File: src/sv/dmls_pkg.sv
package dmls_pkg;

  // Input item kinds, carried on tuser
  localparam logic CMD_LOAD = 1'b0;
  localparam logic CMD_TICK = 1'b1;

  // Digits a 16-bit value can have
  localparam int unsigned NUM_DIG = 5;

  localparam logic [23:0] UNIT_RESET = 24'd480000;
  // Symbol index of the green marker after the five symbols of a digit
  localparam logic [2:0]  MARKER_POS = 3'd5;

  // Reciprocal multipliers: floor(v / 10^k) = (v * M) >> S, exact for v < 2^16
  localparam logic [32:0] DIV10_M    = 33'd52429;
  localparam logic [32:0] DIV100_M   = 33'd83887;
  localparam logic [32:0] DIV1000_M  = 33'd67109;
  localparam logic [32:0] DIV10000_M = 33'd107375;

  typedef logic [NUM_DIG-1:0][3:0] digit_vec_t;

  // Item as handed from the digit splitter to the sequencer
  typedef struct packed {
    logic       cmd;
    digit_vec_t digits;  // least significant digit at index 0
    logic [2:0] count;   // significant digits, 0 for a zero value
  } split_t;

  // Standard Morse numeral: 0 = five dashes, 1..5 = dots then dashes,
  // 6..9 = dashes then dots
  function automatic logic is_dash(logic [3:0] d, logic [2:0] k);
    logic r;
    if (d == 4'd0) begin
      r = 1'b1;
    end else if (d <= 4'd5) begin
      r = ({1'b0, k} >= d);
    end else begin
      r = ({1'b0, k} < (d - 4'd5));
    end
    return r;
  endfunction

endpackage

File: src/sv/decimal_morse_led_sequencer_unit.sv
// Channel    Dir  Transfer                     Payload
// s_axis     in   s_axis_tvalid_i & tready_o   tuser[0] cmd, tdata[15:0] number_value
// m_axis     out  m_axis_tvalid_o & tready_i   tdata[0] red, [1] blue, [2] green, [3] busy
// cfg        in   cfg_we_i                     cfg_wdata_i[23:0] unit_ticks
//
// One item per clock while the result stream is not stalled; each item passes the
// three splitter stages (input, reciprocal multiplies, digit extraction) and then
// the sequencer's state and result register.
// Reset clears all control state and sets unit_ticks to 480000; no clearing pass.
// A stalled result holds in the output register; stages ahead keep filling
// their bubbles, so input transfers continue until every stage is full.
module decimal_morse_led_sequencer_unit #(
  parameter int unsigned MAX_DIGITS = 5
) (
  input  logic        clk_i,
  input  logic        rst_ni,
  // configuration write
  input  logic        cfg_we_i,
  input  logic [23:0] cfg_wdata_i,    // unit_ticks
  // input stream
  input  logic        s_axis_tvalid_i,
  output logic        s_axis_tready_o,
  input  logic [15:0] s_axis_tdata_i, // [15:0] number_value
  input  logic        s_axis_tuser_i, // [0] cmd
  // result stream
  output logic        m_axis_tvalid_o,
  input  logic        m_axis_tready_i,
  output logic [7:0]  m_axis_tdata_o  // [0] red_dot_led, [1] blue_dash_led,
                                      // [2] green_gap_led, [3] busy_res, [7:4] zero
);
  import dmls_pkg::*;

  // splitter to sequencer transfer
  logic   split_valid;
  logic   split_ready;
  split_t split_item;
  logic [3:0] leds;

  // Split the number into decimal digits ahead of the sequencer; tick items
  // pass through the same stages so order is kept.
  dmls_digit_split u_split (
    .clk_i       (clk_i),
    .rst_ni      (rst_ni),
    .in_valid_i  (s_axis_tvalid_i),
    .in_ready_o  (s_axis_tready_o),
    .in_cmd_i    (s_axis_tuser_i),
    .in_value_i  (s_axis_tdata_i),
    .out_valid_o (split_valid),
    .out_ready_i (split_ready),
    .out_item_o  (split_item)
  );

  // Hold playback state, advance one tick per transfer, drop loads while busy.
  dmls_sequencer #(
    .MAX_DIGITS (MAX_DIGITS)
  ) u_seq (
    .clk_i       (clk_i),
    .rst_ni      (rst_ni),
    .cfg_we_i    (cfg_we_i),
    .cfg_wdata_i (cfg_wdata_i),
    .in_valid_i  (split_valid),
    .in_ready_o  (split_ready),
    .in_item_i   (split_item),
    .out_valid_o (m_axis_tvalid_o),
    .out_ready_i (m_axis_tready_i),
    .out_leds_o  (leds)
  );

  assign m_axis_tdata_o = {4'd0, leds};

endmodule

File: src/sv/dmls_digit_split.sv
module dmls_digit_split (
  input  logic            clk_i,
  input  logic            rst_ni,
  input  logic            in_valid_i,
  output logic            in_ready_o,
  input  logic            in_cmd_i,
  input  logic [15:0]     in_value_i,
  output logic            out_valid_o,
  input  logic            out_ready_i,
  output dmls_pkg::split_t out_item_o
);
  import dmls_pkg::*;

  // Stage 1: raw item
  logic        v1_q;
  logic        cmd1_q;
  logic [15:0] val1_q;
  // Stage 2: quotients by powers of ten
  logic        v2_q;
  logic        cmd2_q;
  logic [15:0] val2_q;
  logic [12:0] q1_q;
  logic [9:0]  q2_q;
  logic [6:0]  q3_q;
  logic [2:0]  q4_q;
  // Stage 3: digits
  logic        v3_q;
  split_t      item3_q, item3_d;

  logic rdy1, rdy2, rdy3;
  logic [32:0] p1, p2, p3, p4;
  logic [15:0] r0;
  logic [12:0] r1;
  logic [9:0]  r2;
  logic [6:0]  r3;

  assign rdy3 = !v3_q || out_ready_i;
  assign rdy2 = !v2_q || rdy3;
  assign rdy1 = !v1_q || rdy2;
  assign in_ready_o  = rdy1;
  assign out_valid_o = v3_q;
  assign out_item_o  = item3_q;

  assign p1 = 33'(val1_q) * DIV10_M;
  assign p2 = 33'(val1_q) * DIV100_M;
  assign p3 = 33'(val1_q) * DIV1000_M;
  assign p4 = 33'(val1_q) * DIV10000_M;

  always_comb begin
    // remainder of each quotient against ten times the next one
    r0 = val2_q - 16'(q1_q) * 16'd10;
    r1 = q1_q - 13'(q2_q) * 13'd10;
    r2 = q2_q - 10'(q3_q) * 10'd10;
    r3 = q3_q - 7'(q4_q) * 7'd10;
    item3_d.cmd       = cmd2_q;
    item3_d.digits[0] = r0[3:0];
    item3_d.digits[1] = r1[3:0];
    item3_d.digits[2] = r2[3:0];
    item3_d.digits[3] = r3[3:0];
    item3_d.digits[4] = {1'b0, q4_q};
    if (q4_q != '0) begin
      item3_d.count = 3'd5;
    end else if (q3_q != '0) begin
      item3_d.count = 3'd4;
    end else if (q2_q != '0) begin
      item3_d.count = 3'd3;
    end else if (q1_q != '0) begin
      item3_d.count = 3'd2;
    end else if (val2_q != '0) begin
      item3_d.count = 3'd1;
    end else begin
      item3_d.count = 3'd0;
    end
  end

  always_ff @(posedge clk_i or negedge rst_ni) begin
    if (!rst_ni) begin
      v1_q <= 1'b0;
      v2_q <= 1'b0;
      v3_q <= 1'b0;
    end else begin
      if (rdy1) begin
        v1_q <= in_valid_i;
      end
      if (rdy2) begin
        v2_q <= v1_q;
      end
      if (rdy3) begin
        v3_q <= v2_q;
      end
    end
  end

  always_ff @(posedge clk_i) begin
    if (rdy1) begin
      cmd1_q <= in_cmd_i;
      val1_q <= in_value_i;
    end
    if (rdy2) begin
      cmd2_q <= cmd1_q;
      val2_q <= val1_q;
      q1_q   <= p1[31:19];
      q2_q   <= p2[32:23];
      q3_q   <= p3[32:26];
      q4_q   <= p4[32:30];
    end
    if (rdy3) begin
      item3_q <= item3_d;
    end
  end

endmodule

File: src/sv/dmls_sequencer.sv
module dmls_sequencer #(
  parameter int unsigned MAX_DIGITS = 5
) (
  input  logic             clk_i,
  input  logic             rst_ni,
  input  logic             cfg_we_i,
  input  logic [23:0]      cfg_wdata_i,
  input  logic             in_valid_i,
  output logic             in_ready_o,
  input  dmls_pkg::split_t in_item_i,
  output logic             out_valid_o,
  input  logic             out_ready_i,
  output logic [3:0]       out_leds_o
);
  import dmls_pkg::*;

  typedef enum logic [1:0] {
    PH_IDLE,
    PH_LIT,
    PH_DARK
  } phase_e;

  typedef logic [MAX_DIGITS-1:0][3:0] store_t;

  logic [23:0] unit_q;
  store_t      digit_store_q, digit_store_d;
  logic [2:0]  digit_total_q, digit_total_d;
  logic [2:0]  digit_pos_q, digit_pos_d;
  logic [2:0]  symbol_pos_q, symbol_pos_d;
  phase_e      phase_q, phase_d;
  logic [24:0] tick_left_q, tick_left_d;
  logic        out_valid_q;
  logic [3:0]  leds_q, leds_d;

  logic        take;
  logic [24:0] u1, u2, tl_dec;
  logic [2:0]  n_load, sym_nxt, pos_nxt;
  logic [3:0]  first_dig;

  assign in_ready_o  = !out_valid_q || out_ready_i;
  assign take        = in_valid_i && in_ready_o;
  assign out_valid_o = out_valid_q;
  assign out_leds_o  = leds_q;

  assign u1      = (unit_q == '0) ? 25'd1 : {1'b0, unit_q};
  assign u2      = {u1[23:0], 1'b0};
  assign tl_dec  = (tick_left_q != '0) ? tick_left_q - 25'd1 : '0;
  assign n_load  = (in_item_i.count > 3'(MAX_DIGITS)) ? 3'(MAX_DIGITS) : in_item_i.count;
  assign first_dig = (n_load != '0) ? in_item_i.digits[n_load - 3'd1] : 4'd0;
  assign sym_nxt = symbol_pos_q + 3'd1;
  assign pos_nxt = digit_pos_q + 3'd1;

  always_comb begin
    digit_store_d = digit_store_q;
    digit_total_d = digit_total_q;
    digit_pos_d   = digit_pos_q;
    symbol_pos_d  = symbol_pos_q;
    phase_d       = phase_q;
    tick_left_d   = tick_left_q;
    leds_d        = 4'd0;  // {busy, green, blue, red}
    if (in_item_i.cmd == CMD_LOAD) begin
      if (phase_q == PH_IDLE) begin
        if (n_load != '0) begin
          // store in play order: most significant kept digit at the head
          for (int i = 0; i < int'(MAX_DIGITS); i++) begin
            if (3'(i) < n_load) begin
              digit_store_d[i] = in_item_i.digits[n_load - 3'd1 - 3'(i)];
            end else begin
              digit_store_d[i] = 4'd0;
            end
          end
          digit_total_d = n_load;
          digit_pos_d   = '0;
          symbol_pos_d  = '0;
          phase_d       = PH_LIT;
          tick_left_d   = is_dash(first_dig, 3'd0) ? u2 : u1;
          leds_d[3]     = 1'b1;
        end
      end else begin
        leds_d[3] = 1'b1;
      end
    end else if (phase_q != PH_IDLE) begin
      leds_d[3] = 1'b1;
      if (phase_q == PH_LIT) begin
        if (symbol_pos_q >= MARKER_POS) begin
          leds_d[2] = 1'b1;
        end else if (is_dash(digit_store_q[0], symbol_pos_q)) begin
          leds_d[1] = 1'b1;
        end else begin
          leds_d[0] = 1'b1;
        end
      end
      tick_left_d = tl_dec;
      if (tl_dec == '0) begin
        case (phase_q)
          PH_LIT: begin
            phase_d     = PH_DARK;
            tick_left_d = (symbol_pos_q >= MARKER_POS) ? u2 : u1;
          end
          PH_DARK: begin
            if (symbol_pos_q < MARKER_POS) begin
              // next symbol of the same digit, or the green marker
              symbol_pos_d = sym_nxt;
              phase_d      = PH_LIT;
              if (sym_nxt >= MARKER_POS || is_dash(digit_store_q[0], sym_nxt)) begin
                tick_left_d = u2;
              end else begin
                tick_left_d = u1;
              end
            end else if (pos_nxt < digit_total_q) begin
              // shift the next digit to the head
              digit_store_d = digit_store_q >> 4;
              digit_pos_d  = pos_nxt;
              symbol_pos_d = '0;
              phase_d      = PH_LIT;
              tick_left_d  = is_dash(digit_store_q[1], 3'd0) ? u2 : u1;
            end else begin
              phase_d       = PH_IDLE;
              digit_total_d = '0;
              digit_pos_d   = '0;
              symbol_pos_d  = '0;
              tick_left_d   = '0;
            end
          end
          default: begin
            phase_d = PH_IDLE;
          end
        endcase
      end
    end
  end

  always_ff @(posedge clk_i or negedge rst_ni) begin
    if (!rst_ni) begin
      unit_q        <= UNIT_RESET;
      digit_store_q <= '0;
      digit_total_q <= '0;
      digit_pos_q   <= '0;
      symbol_pos_q  <= '0;
      phase_q       <= PH_IDLE;
      tick_left_q   <= '0;
      out_valid_q   <= 1'b0;
    end else begin
      if (cfg_we_i) begin
        unit_q <= cfg_wdata_i;
      end
      if (take) begin
        digit_store_q <= digit_store_d;
        digit_total_q <= digit_total_d;
        digit_pos_q   <= digit_pos_d;
        symbol_pos_q  <= symbol_pos_d;
        phase_q       <= phase_d;
        tick_left_q   <= tick_left_d;
        out_valid_q   <= 1'b1;
      end else if (out_ready_i) begin
        out_valid_q <= 1'b0;
      end
    end
  end

  always_ff @(posedge clk_i) begin
    if (take) begin
      leds_q <= leds_d;
    end
  end

endmodule
File: config.mk
export PLATFORM = sky130hd
export DESIGN_NAME = decimal_morse_led_sequencer_unit
export DESIGN_NICKNAME = d
export VERILOG_FILES = /design/src/sv/dmls_pkg.sv /design/src/sv/decimal_morse_led_sequencer_unit.sv /design/src/sv/dmls_digit_split.sv /design/src/sv/dmls_sequencer.sv
export SDC_FILE = /design/constraint.sdc
export NUM_CORES = 1
export LEC_CHECK = 0
export ABC_AREA = 1
export BUFFER_PORTS_ARGS = -buffer_cell sky130_fd_sc_hd__buf_2
export CAP_MARGIN = 10
export CORE_ASPECT_RATIO = 0.75
export CORE_UTILIZATION = 40
export CTS_BUF_LIST = sky130_fd_sc_hd__clkbuf_4 sky130_fd_sc_hd__clkbuf_8
export DETAILED_ROUTE_END_ITERATION = 6
export SLEW_MARGIN = 20
export SYNTH_ARGS = -nofsm -noshare
export SYNTH_HDL_FRONTEND = slang
export SYNTH_SLANG_ARGS = --single-unit
File: constraint.sdc
create_clock -name clk_i -period 13.2 [get_ports clk_i]
set_clock_uncertainty 0.05 [all_clocks]
set_input_delay 2.64 -clock clk_i [delete_from_list [all_inputs] [get_ports clk_i]]
set_output_delay 2.64 -clock clk_i [all_outputs]
set_load 0.01 [all_outputs]
==> results of run 1 <==
-- final cells by class --
class,count,area (um^2),area share
repair buffers,76,445,0.0153
inverters,705,2650,0.0909
flip-flops and latches,178,4930,0.169
clock buffers,17,234,0.00804
multi-input cells,2305,19600,0.672
clock inverters,15,170,0.00584
well taps,882,1100,0.0379
diodes,2,5.00,0.000172
-- sequential cells by signal, summed over array words and instances (netlist names), 10 cells and up --
| signal | flops |
|---|---|
| u_seq.digit_store_q | 20 |
| u_seq.tick_left_q | 25 |
| u_seq.unit_q | 24 |
| u_split.out_item_o | 23 |
| u_split.q1_q | 13 |
| u_split.q2_q | 10 |
| u_split.val1_q | 16 |
| u_split.val2_q | 16 |
-- metrics by stage --
| step | area [um^2] | utilization | setup WS (ps) | hold slack [ps] |
|---|---|---|---|---|
| floorplan | 27500 | - | 6610 | 350 |
| global placement | 28700 | 0.426 | 5650 | 350 |
| detailed placement | 28700 | 0.426 | 5650 | 355 |
| CTS | 29100 | 0.432 | 5660 | 381 |
| global route | 29100 | 0.432 | 5430 | 406 |
| finish | 29100 | 0.432 | 5710 | 379 |
-- critical path: stages --
cell	delay, ps
buf_2	100
nor2_1	260
inv_1	110
nor2_1	100
inv_1	380
nor2_1	320
nand2_1	540
buf_2	370
-- cells in the final DEF (no fill, tap or decap), drive strengths merged, types with 5 or more instances in the layout --
cell type,Yosys,routed
a211oi,5,5
clkinv,2,9
or2,6,6
o21bai,9,9
dfrtp,77,77
xor2,30,30
a21oi,164,164
nand4,86,86
nand3,179,179
xnor2,24,24
a22o,5,5
nand2,575,575
dfstp,7,7
nor2,207,207
buf,40,76
nor3,18,18
ha,473,473
o21a,9,9
nor4,10,10
inv,703,709
edfxtp,94,94
o211ai,6,6
a22oi,11,11
o21ai,139,139
fa,313,313
a31oi,7,7
clkbuf,29,17
-- metal layers --
metal,vias to the layer above,global-route usage,share of wire
met1,10300,0.367,0.52
met5,-,0,0
met4,0,0.0346,0.011
met2,720,0.305,0.38
met3,44,0.0471,0.084
li1,10500,-,-
-- worst paths after layout --
check	slack, ps	endpoint	depth (start not counted)	from
max	5710	s_axis_tready_o	8	m_axis_tready_i
min	380	u_split.cmd2_q	0	u_split.cmd1_q
max reg2reg	6500	u_split.q4_q[2]	19	u_split.val1_q[14]
min reg2reg	380	u_split.cmd2_q	0	u_split.cmd1_q
max in group asynchronous	9910	u_seq.unit_q[4]	2	rst_ni
min in group asynchronous	1910	u_seq.digit_store_q[2]	1	rst_ni
-- cells by family after synthesis --
group	after synthesis	share of synthesized area
XOR/XNOR	54	0.0172
buffers and inverters	774	0.109
other	1	0.000136
AO/OA/AOI/OAI	376	0.0789
flip-flops	178	0.179
AND/OR/NAND/NOR	1085	0.172
adder cells (fa/ha/maj)	786	0.443
==> results by group, run 1 <==
Layout
  – Layout Nets: between 4000 and 5000
  – Area Overhead vs Synth: 5.88%
  – Fillers: 6757
  – Non-Filler Instances: 4180
  – Layout cells sized above 1: 0.0561

Clock network
  – Clock slew at reported path FFs: 110 ps
  – Post-CTS Setup Repair Bufs: 0
  – Clk_lat worst skew: around 530 ps
  – Hold-fix buffers, CTS: 0
  – Root Driver: clkbuf_8
  – CTS Buf Count: 17
  – CTS tree: done
  – Max clock buf depth: 2
  – H-tree depth: 4
  – CTS Sinks: roughly 180
  – Post_cts resized: 0

Logic synthesis
  – Synth cell count leaders: inv_1 (698), nand2_1 (565), ha_1 (473)
  – #FFs+latches synth: 178
  – Synth top area share: 0.228
  – Mean Syn Cell Area: approximately 8.5 um^2
  – Synth warn: 0
  – Post-synthesis sequential area ratio: 0.179
  – Post-synth EDFFs: 94
  – Post-synth cell types: 57
  – Dominant cells by area after synthesis: fa_1 (23%), ha_1 (22%), edfxtp_1 (10%), inv_1 (9.5%), nand2_1 (7.7%)
  – Mapped Area: approximately 27000 um^2
  – Share of synthesized flip-flops with an asynchronous set or reset: 0.472
  – Gate Count Post-Synth: 3254
  – Cell with the most instances after synthesis: inv_1
  – Top FF cell, synth: edfxtp_1
  – Largest area contributor in the synthesized netlist: fa_1

Worst hold path
  – Hold crit path type: reg -> reg

GRT
  – Total global routing overflow: 0
  – First-pass GRT wire length: 122 mm
  – GRT Util Overall: 0.226
  – Antenna violations before repair: 4
  – Largest net degree at the start of global routing: 76
  – Number of global-route vias before repair: 21000

Detailed routing
  – Routed Antenna Nets: 0
  – DRC Markers: 0
  – Vias per cell: 5.16
  – Routed length per instance: 18.3 um
  – DRT Wirelength: 76.4 mm
  – DRC marker count from the first detailed-route iteration: 1998
  – Vias: 21600
  – DRT Pass-1 Iters: 6

Place
  – Placed cell count: 4146
  – Port Buffers: 51
  – HPWL Detailed: 62.7 mm
  – Global placement routability congestion: 0.935

Die
  – Die ar.: 69800 um^2
  – DIE HEIGHT: 229 um
  – Io pins: 56
  – Cell Rows: between 80 and 90
  – Core Area: between 60000 and 70000 um^2
  – Die Wd: 305 um
  – Initial Util: 0.408

STA
  – Fin crit period: 7490 ps
  – Finish-stage setup viols: 0
  – Slew @ Worst Pin: about 1200 ps
  – Post-route setup TNS: 0 ps
  – RSZ-0062 raised after global routing: no
  – Max-slew violation count: 0
  – Relative slew slack: 0.199
  – Hold Violations, Final: 0
  – Period utilisation layout: 0.568
  – Max frequency: 133 MHz

Setup path
  – Critical path class: in -> out
  – Critical Path End Type: output pin
  – Worst Setup Start Kind: input pin
  – Worst Path Max Fanout: 25
  – WP data required: around 11000 ps
  – Critical path arrival: 4800 ps

Flow run
  – Max Cap Viol: 0

Run status
  – Outcome: complete, no violations
Power of run 1 is not shown: default switching activity piles up to over one toggle a cycle in this logic, so the estimate is an artifact.
==> inputs of run 2 (changes only) <==
--- a/config.mk
+++ b/config.mk
@@ -5,7 +5,7 @@
 export SDC_FILE = /design/constraint.sdc
 export NUM_CORES = 1
 export LEC_CHECK = 0
-export ABC_AREA = 1
+export ABC_AREA = 0
 export BUFFER_PORTS_ARGS = -buffer_cell sky130_fd_sc_hd__buf_2
 export CAP_MARGIN = 10
 export CORE_ASPECT_RATIO = 0.75
==> constraint.sdc (replaced) <==
create_clock -name clk_i -period 6.9 [get_ports clk_i]
set_clock_uncertainty 0.05 [all_clocks]
set_input_delay 1.38 -clock clk_i [delete_from_list [all_inputs] [get_ports clk_i]]
set_output_delay 1.38 -clock clk_i [all_outputs]
set_load 0.01 [all_outputs]
==> results by group, run 2 <==
Die
  – DIE HEIGHT: 217 um (-5.4%)
  – Initial Util: 0.406 (-0.00220)
  – Core Area: 60600 um^2 (-10%)
  – Die Wd: 288 um (-5.4%)
  – Cell Rows: 78 (-4.9%)
  – Io pins: 56 (unchanged)
  – Die ar.: 62500 um^2 (-10%)

GRT
  – Number of global-route vias before repair: 17600 (-16%)
  – First-pass GRT wire length: 106 mm (-13%)
  – GRT Util Overall: 0.225 (-0.00130)
  – Total global routing overflow: 0 (unchanged)
  – Largest net degree at the start of global routing: 68 (-11%)
  – Antenna violations before repair: 2 (-2)

Logic synthesis
  – Cell with the most instances after synthesis: inv_1
  – Post-synth cell types: 78 (+37%)
  – Dominant cells by area after synthesis: fa_1 (25%), ha_1 (24%), edfxtp_1 (11%), dfrtp_1 (7.8%), inv_1 (7.7%)
  – Post-synthesis sequential area ratio: 0.201 (+0.0212)
  – Post-synth EDFFs: 94 (unchanged)
  – Area share of and/or/nand/nor cells after synthesis: 0.0705 (-0.102)
  – Share of synthesized flip-flops with an asynchronous set or reset: 0.472 (unchanged)
  – Synth cell count leaders: inv_1 (504), ha_1 (473), fa_1 (313)
  – Synth warn: 0 (unchanged)
  – Mean Syn Cell Area: 10.4 um^2 (+24%)
  – Xor and xnor area share after synthesis: 0.0245 (+0.00733)
  – Gate Count Post-Synth: 2354 (-28%)
  – Mux cell area share after synthesis: 0.0272 (+0.0272)
  – Compound-Gate Fraction of Synth Area: 0.0934 (+0.0146)
  – Post-Synth Adder-Cell Area: 0.495 (+0.0524)
  – Top FF cell, synth: edfxtp_1
  – Largest area contributor in the synthesized netlist: fa_1
  – Largest family of logic cells by synthesized area: adder cells
  – Mapped Area: 24600 um^2 (-11%)
  – Synth top area share: 0.255 (+0.0269)
  – #FFs+latches synth: 178 (unchanged)

Clock network
  – Root Driver: clkbuf_8
  – Post-CTS Setup Repair Bufs: 0 (unchanged)
  – Post_cts resized: 0 (unchanged)
  – CTS tree: done
  – Max clock buf depth: 2 (unchanged)
  – Clock slew at reported path FFs: 140 ps (+30 ps)
  – CTS Sinks: 178 (unchanged)
  – Clk_lat worst skew: 540 ps (about the same)
  – CTS Buf Count: 17 (unchanged)
  – H-tree depth: 4 (unchanged)
  – Hold-fix buffers, CTS: 0 (unchanged)

Setup path
  – CP dominant cell by count: inv_1
  – Critical path arrival: 6900 ps (+2100 ps)
  – Critical path class: reg -> reg
  – R2R depth: 22 (+3)
  – Critical Path End Type: flip-flop
  – Max stage delay on crit path: 710 ps (+170 ps)
  – WP data required: 7140 ps (-3370 ps)
  – CP max stage cell: edfxtp_1
  – Crit-path cells: ha_1 -> inv_1 -> fa_1 -> inv_1 -> ha_1 -> inv_1 -> fa_1 -> inv_1 -> fa_1 -> inv_1 -> fa_1 -> inv_1 -> ha_1 -> o211ai_1 -> o21ai_0 -> nand3_1 -> o211ai_1 -> o2111ai_1 -> o211ai_1 -> nand2_1 -> o2111ai_1 -> xnor2_1
  – Worst Setup Start Kind: flip-flop
  – Worst Path Max Fanout: 9 (-64%)

STA
  – Finish-stage setup viols: 0 (unchanged)
  – Fin crit period: 6670 ps
  – Max frequency: ~150 MHz
  – Slew @ Worst Pin: 1040 ps (-150 ps)
  – Hold Violations, Final: 0 (unchanged)
  – Period utilisation layout: 0.966
  – Relative slew slack: 0.287 (+0.0883)
  – Max-slew violation count: 0 (unchanged)
  – Post-route setup TNS: 0 ps (unchanged)
  – RSZ-0062 raised after global routing: no

Layout
  – Largest register FFs: 25 (unchanged)
  – Most common cell after layout, fill and taps aside: inv_1
  – Layout Nets: 3253 (-21%)
  – Area of the multi-input gates: 17500 um^2 (-11%)
  – Area Overhead vs Synth: 7.28%
  – Fillers: 5772 (-15%)
  – Layout cells sized above 1: 0.0789 (+0.0228)
  – Top reg by flops: u_seq.tick_left_q
  – FF/Latch Area: 4930 um^2 (unchanged)
  – Most frequent cells in the layout: inv_1 (504), ha_1 (473), fa_1 (313), nand2_1 (103), edfxtp_1 (94)

Detailed routing
  – DRC marker count from the first detailed-route iteration: 1172 (-41%)
  – DRT Pass-1 Iters: 7 (+1)
  – Met1 wire length: 33.4 mm (-16%)
  – Vias per cell: 5.28 (+2.3%)
  – DRT Wirelength: 67.3 mm (-12%)
  – Highest routed layer: met5
  – Vias: 17100 (-21%)
  – DRC Markers: 8 (+8)
  – Met3 wire len: 4.06 mm (-37%)
  – Met2 WL: 29.3 mm (-0.37%)
  – Routed Antenna Nets: 0 (unchanged)
  – Routed length per instance: 20.8 um (+14%)

Run status
  – Violated checks: DRC
  – Outcome: complete, but fails checks

Place
  – Global placement routability congestion: 0.972 (+3.9%)
  – HPWL Detailed: 56.3 mm (-10%)
  – Port Buffers: 51 (unchanged)

Flow run
  – Max Cap Viol: 0 (unchanged)

Worst hold path
  – Hold crit path type: reg -> reg
  – Hold path cells: 0 (unchanged)
[run 2: cell count changes after synthesis, moves of 24 or more]
cell | previous run | this run
a21o_1 | 4 | 28
a21oi_1 | 143 | 76
inv_1 | 698 | 504
mux2_2 | 0 | 37
nand2_1 | 565 | 103
nand3_1 | 172 | 27
nand4_1 | 86 | 16
nor2_1 | 192 | 77
o21ai_0 | 134 | 86
xnor2_1 | 24 | 49
[run 2: per-layer routing]
metal,global-route usage,up-vias
met5,0,-
met4,0.0303,2
met3,0.0374,34
met2,0.337,408
met1,0.345,8622
li1,-,8015
[run 2: final cells by class]
type | count | area share
multi-input combinational | 1623 | 0.664
sequential | 178 | 0.187
inverter | 505 | 0.0719
tap | 800 | 0.0379
timing repair buffer | 96 | 0.0226
clock buffer | 17 | 0.00887
clock inverter | 15 | 0.00773
antenna | 2 | 0.000190
[run 2: worst max-delay path, delay by kind of cell, from the launching register on]
family	cells	cell delay, ps
adder cells (fa/ha/maj)	7	3220
AO/OA/AOI/OAI	6	1580
buffers and inverters	6	410
AND/OR/NAND/NOR	2	320
XOR/XNOR	1	100
flip-flops	1	710
[run 2: logic make-up after synthesis]
| family | count (synthesis) |
|---|---|
| multiplexers | 62 |
| XOR/XNOR | 68 |
| adder cells (fa/ha/maj) | 786 |
| AO/OA/AOI/OAI | 352 |
| flip-flops | 178 |
| other | 1 |
| AND/OR/NAND/NOR | 351 |
| buffers and inverters | 556 |
[run 2: through the flow]
step           hold slack [ps]   util  cell area (um^2)  worst slack, ps  std cells
2_1_floorplan              350      -             24600             1100       2357
3_3_place_gp               369  0.428             25900              478       3202
3_5_place_dp               366  0.428             25900              378       3202
4_1_cts                    398  0.435             26400              328       3234
5_1_grt                    411  0.435             26400             10.4       3235
6_report                   398  0.435             26400              235       3236
[run 2: final timing paths]
path	from	end	slack, ps
worst min register to register	u_split.cmd2_q	u_split.out_item_o[23]	400
max in group asynchronous	rst_ni	u_seq.unit_q[1]	4970
worst max-delay path	u_split.val1_q[11]	u_split.q2_q[9]	230
worst min-delay path	u_split.cmd2_q	u_split.out_item_o[23]	400
min in group asynchronous	rst_ni	u_seq.digit_store_q[14]	720
worst max register to register	u_split.val1_q[11]	u_split.q2_q[9]	230
Power of run 2 is left out for the same reason.
==> inputs of run 3 (changes only) <==
--- a/config.mk
+++ b/config.mk
@@ -9,6 +9,7 @@
 export BUFFER_PORTS_ARGS = -buffer_cell sky130_fd_sc_hd__buf_2
 export CAP_MARGIN = 10
 export CORE_ASPECT_RATIO = 0.75
+export CORE_MARGIN = 2
 export CORE_UTILIZATION = 40
 export CTS_BUF_LIST = sky130_fd_sc_hd__clkbuf_4 sky130_fd_sc_hd__clkbuf_8
 export DETAILED_ROUTE_END_ITERATION = 6
==> results by group, run 3 (synthesis results as in run 2) <==
Clock network
  – Hold-fix buffers, CTS: 0 (unchanged)
  – Root Driver: clkbuf_8
  – H-tree depth: 4 (unchanged)
  – CTS Buf Count: 17 (unchanged)
  – Clock slew at reported path FFs: 130 ps (about the same)
  – CTS tree: done
  – CTS Sinks: 178 (unchanged)
  – Post_cts resized: 0 (unchanged)
  – Clk_lat worst skew: 530 ps (about the same)
  – Post-CTS Setup Repair Bufs: 0 (unchanged)
  – Max clock buf depth: 2 (unchanged)

Die
  – Die Wd: 290 um (+0.69%)
  – Cell Rows: 78 (unchanged)
  – Core Area: 60600 um^2 (unchanged)
  – Io pins: 56 (unchanged)
  – DIE HEIGHT: 219 um (+0.92%)
  – Die ar.: 63500 um^2 (+1.6%)
  – Initial Util: 0.406 (unchanged)

GRT
  – Number of global-route vias before repair: 17900 (+2.0%)
  – First-pass GRT wire length: 106 mm (+0.39%)
  – Largest net degree at the start of global routing: 68 (unchanged)
  – GRT Util Overall: 0.221 (-0.00396)
  – Total global routing overflow: 0 (unchanged)
  – Antenna violations before repair: 1 (-1)

Setup path
  – R2R depth: 19 (-14%)
  – Critical Path End Type: flip-flop
  – Worst Path Max Fanout: 6 (-3)
  – Critical path arrival: 6770 ps (-130 ps)
  – WP data required: 7140 ps (about the same)
  – Critical path class: reg -> reg
  – Worst Setup Start Kind: flip-flop

Place
  – Placed cell count: 3204 (+0.062%)
  – Port Buffers: 51 (unchanged)
  – HPWL Detailed: 56.6 mm (+0.51%)
  – Global placement routability congestion: 0.950 (-2.3%)

Detailed routing
  – Vias: 17200 (+0.89%)
  – DRC Markers: 0 (-8)
  – Routed Antenna Nets: 0 (unchanged)
  – DRT Wirelength: 67.8 mm (+0.67%)
  – DRC marker count from the first detailed-route iteration: 1106 (-5.6%)
  – DRT Pass-1 Iters: 6 (-1)
  – Routed length per instance: 20.9 um (+0.64%)
  – Vias per cell: 5.32 (+0.86%)

STA
  – Relative slew slack: 0.272 (-0.0152)
  – Hold Violations, Final: 0 (unchanged)
  – RSZ-0062 raised after global routing: no
  – Max-slew violation count: 0 (unchanged)
  – Finish-stage setup viols: 0 (unchanged)
  – Slew @ Worst Pin: 1060 ps (+22.3 ps)
  – Post-route setup TNS: 0 ps (unchanged)
  – Period utilisation layout: 0.946 (-0.0201)
  – Hold slack: 404 ps (+6.17 ps)
  – Fin crit period: 6530 ps (-139 ps)
  – Max frequency: 153 MHz (+2.1%)

Run status
  – Outcome: complete, no violations

Layout
  – Layout cells sized above 1: 0.0796 (+0.000756)
  – Non-Filler Instances: 3237 (+0.031%)
  – Layout Nets: 3255 (+0.061%)
  – Fillers: 5749 (-0.40%)
  – Area Overhead vs Synth: 7.27% (about the same)
  – Largest register FFs: 25 (unchanged)
  – Most common cell after layout, fill and taps aside: inv_1
  – Top reg by flops: u_seq.tick_left_q
  – Most frequent cells in the layout: inv_1 (504), ha_1 (473), fa_1 (313), nand2_1 (103), edfxtp_1 (94)

Worst hold path
  – Hold path cells: 0 (unchanged)
  – Hold crit path type: reg -> reg

Flow run
  – Max Cap Viol: 0 (unchanged)
run 3: cell type report:
| cell class | count | area, um^2 | share of cell area |
|---|---|---|---|
| Multi-Input combinational cell | 1623 | 17500 | 0.664 |
| Inverter | 505 | 1900 | 0.0719 |
| Clock inverter | 15 | 189 | 0.00716 |
| Timing Repair Buffer | 98 | 611 | 0.0231 |
| Antenna cell | 1 | 2.50 | 0.0000949 |
| Clock buffer | 17 | 234 | 0.00887 |
| Tap cell | 800 | 1000 | 0.0379 |
| Sequential cell | 178 | 4930 | 0.187 |
run 3: layer usage:
| layer | track usage | routed length [um] | vias up |
|---|---|---|---|
| met5 | 0 | 0 | - |
| met3 | 0.0423 | 4050 | 52 |
| li1 | - | - | 8013 |
| met1 | 0.327 | 33400 | 8751 |
| met2 | 0.339 | 29500 | 417 |
| met4 | 0.0384 | 869 | 0 |
run 3: path summary, 6_finish.rpt:
kind,slack [ps],startpoint,endpoint
worst max-delay path,370,u_split.val1_q[14],u_split.q2_q[9]
worst min-delay path,400,u_split.cmd2_q,u_split.out_item_o[23]
worst max register to register,370,u_split.val1_q[14],u_split.q2_q[9]
worst min register to register,400,u_split.cmd2_q,u_split.out_item_o[23]
max in group asynchronous,4980,rst_ni,u_seq.unit_q[2]
min in group asynchronous,710,rst_ni,u_seq.digit_store_q[10]
run 3: per-stage QoR:
| stage | cell area [um^2] | worst slack, ps | util |
|---|---|---|---|
| 2_1_floorplan | 24600 | 1100 | - |
| 4_1_cts | 26400 | 437 | 0.435 |
| 3_3_place_gp | 26000 | 514 | 0.428 |
| 3_5_place_dp | 26000 | 461 | 0.428 |
| 6_report | 26400 | 374 | 0.435 |
| 5_1_grt | 26400 | 77.5 | 0.435 |
run 3: critical path, stage by stage, from the launching register on:
cell and delay [ps]:
edfxtp_1 550, buf_4 250, ha_1 610, fa_1 610, fa_1 540, fa_1 520, fa_1 550, inv_1 60
fa_1 530, inv_1 40, ha_1 260, o21ai_0 90, a211oi_1 310, nor2_1 80, nand2_1 70, o2111ai_1 330
o211ai_1 350, nand2_1 140, o2111ai_1 260, xnor2_1 90
Power of run 3 is left out for the same reason.
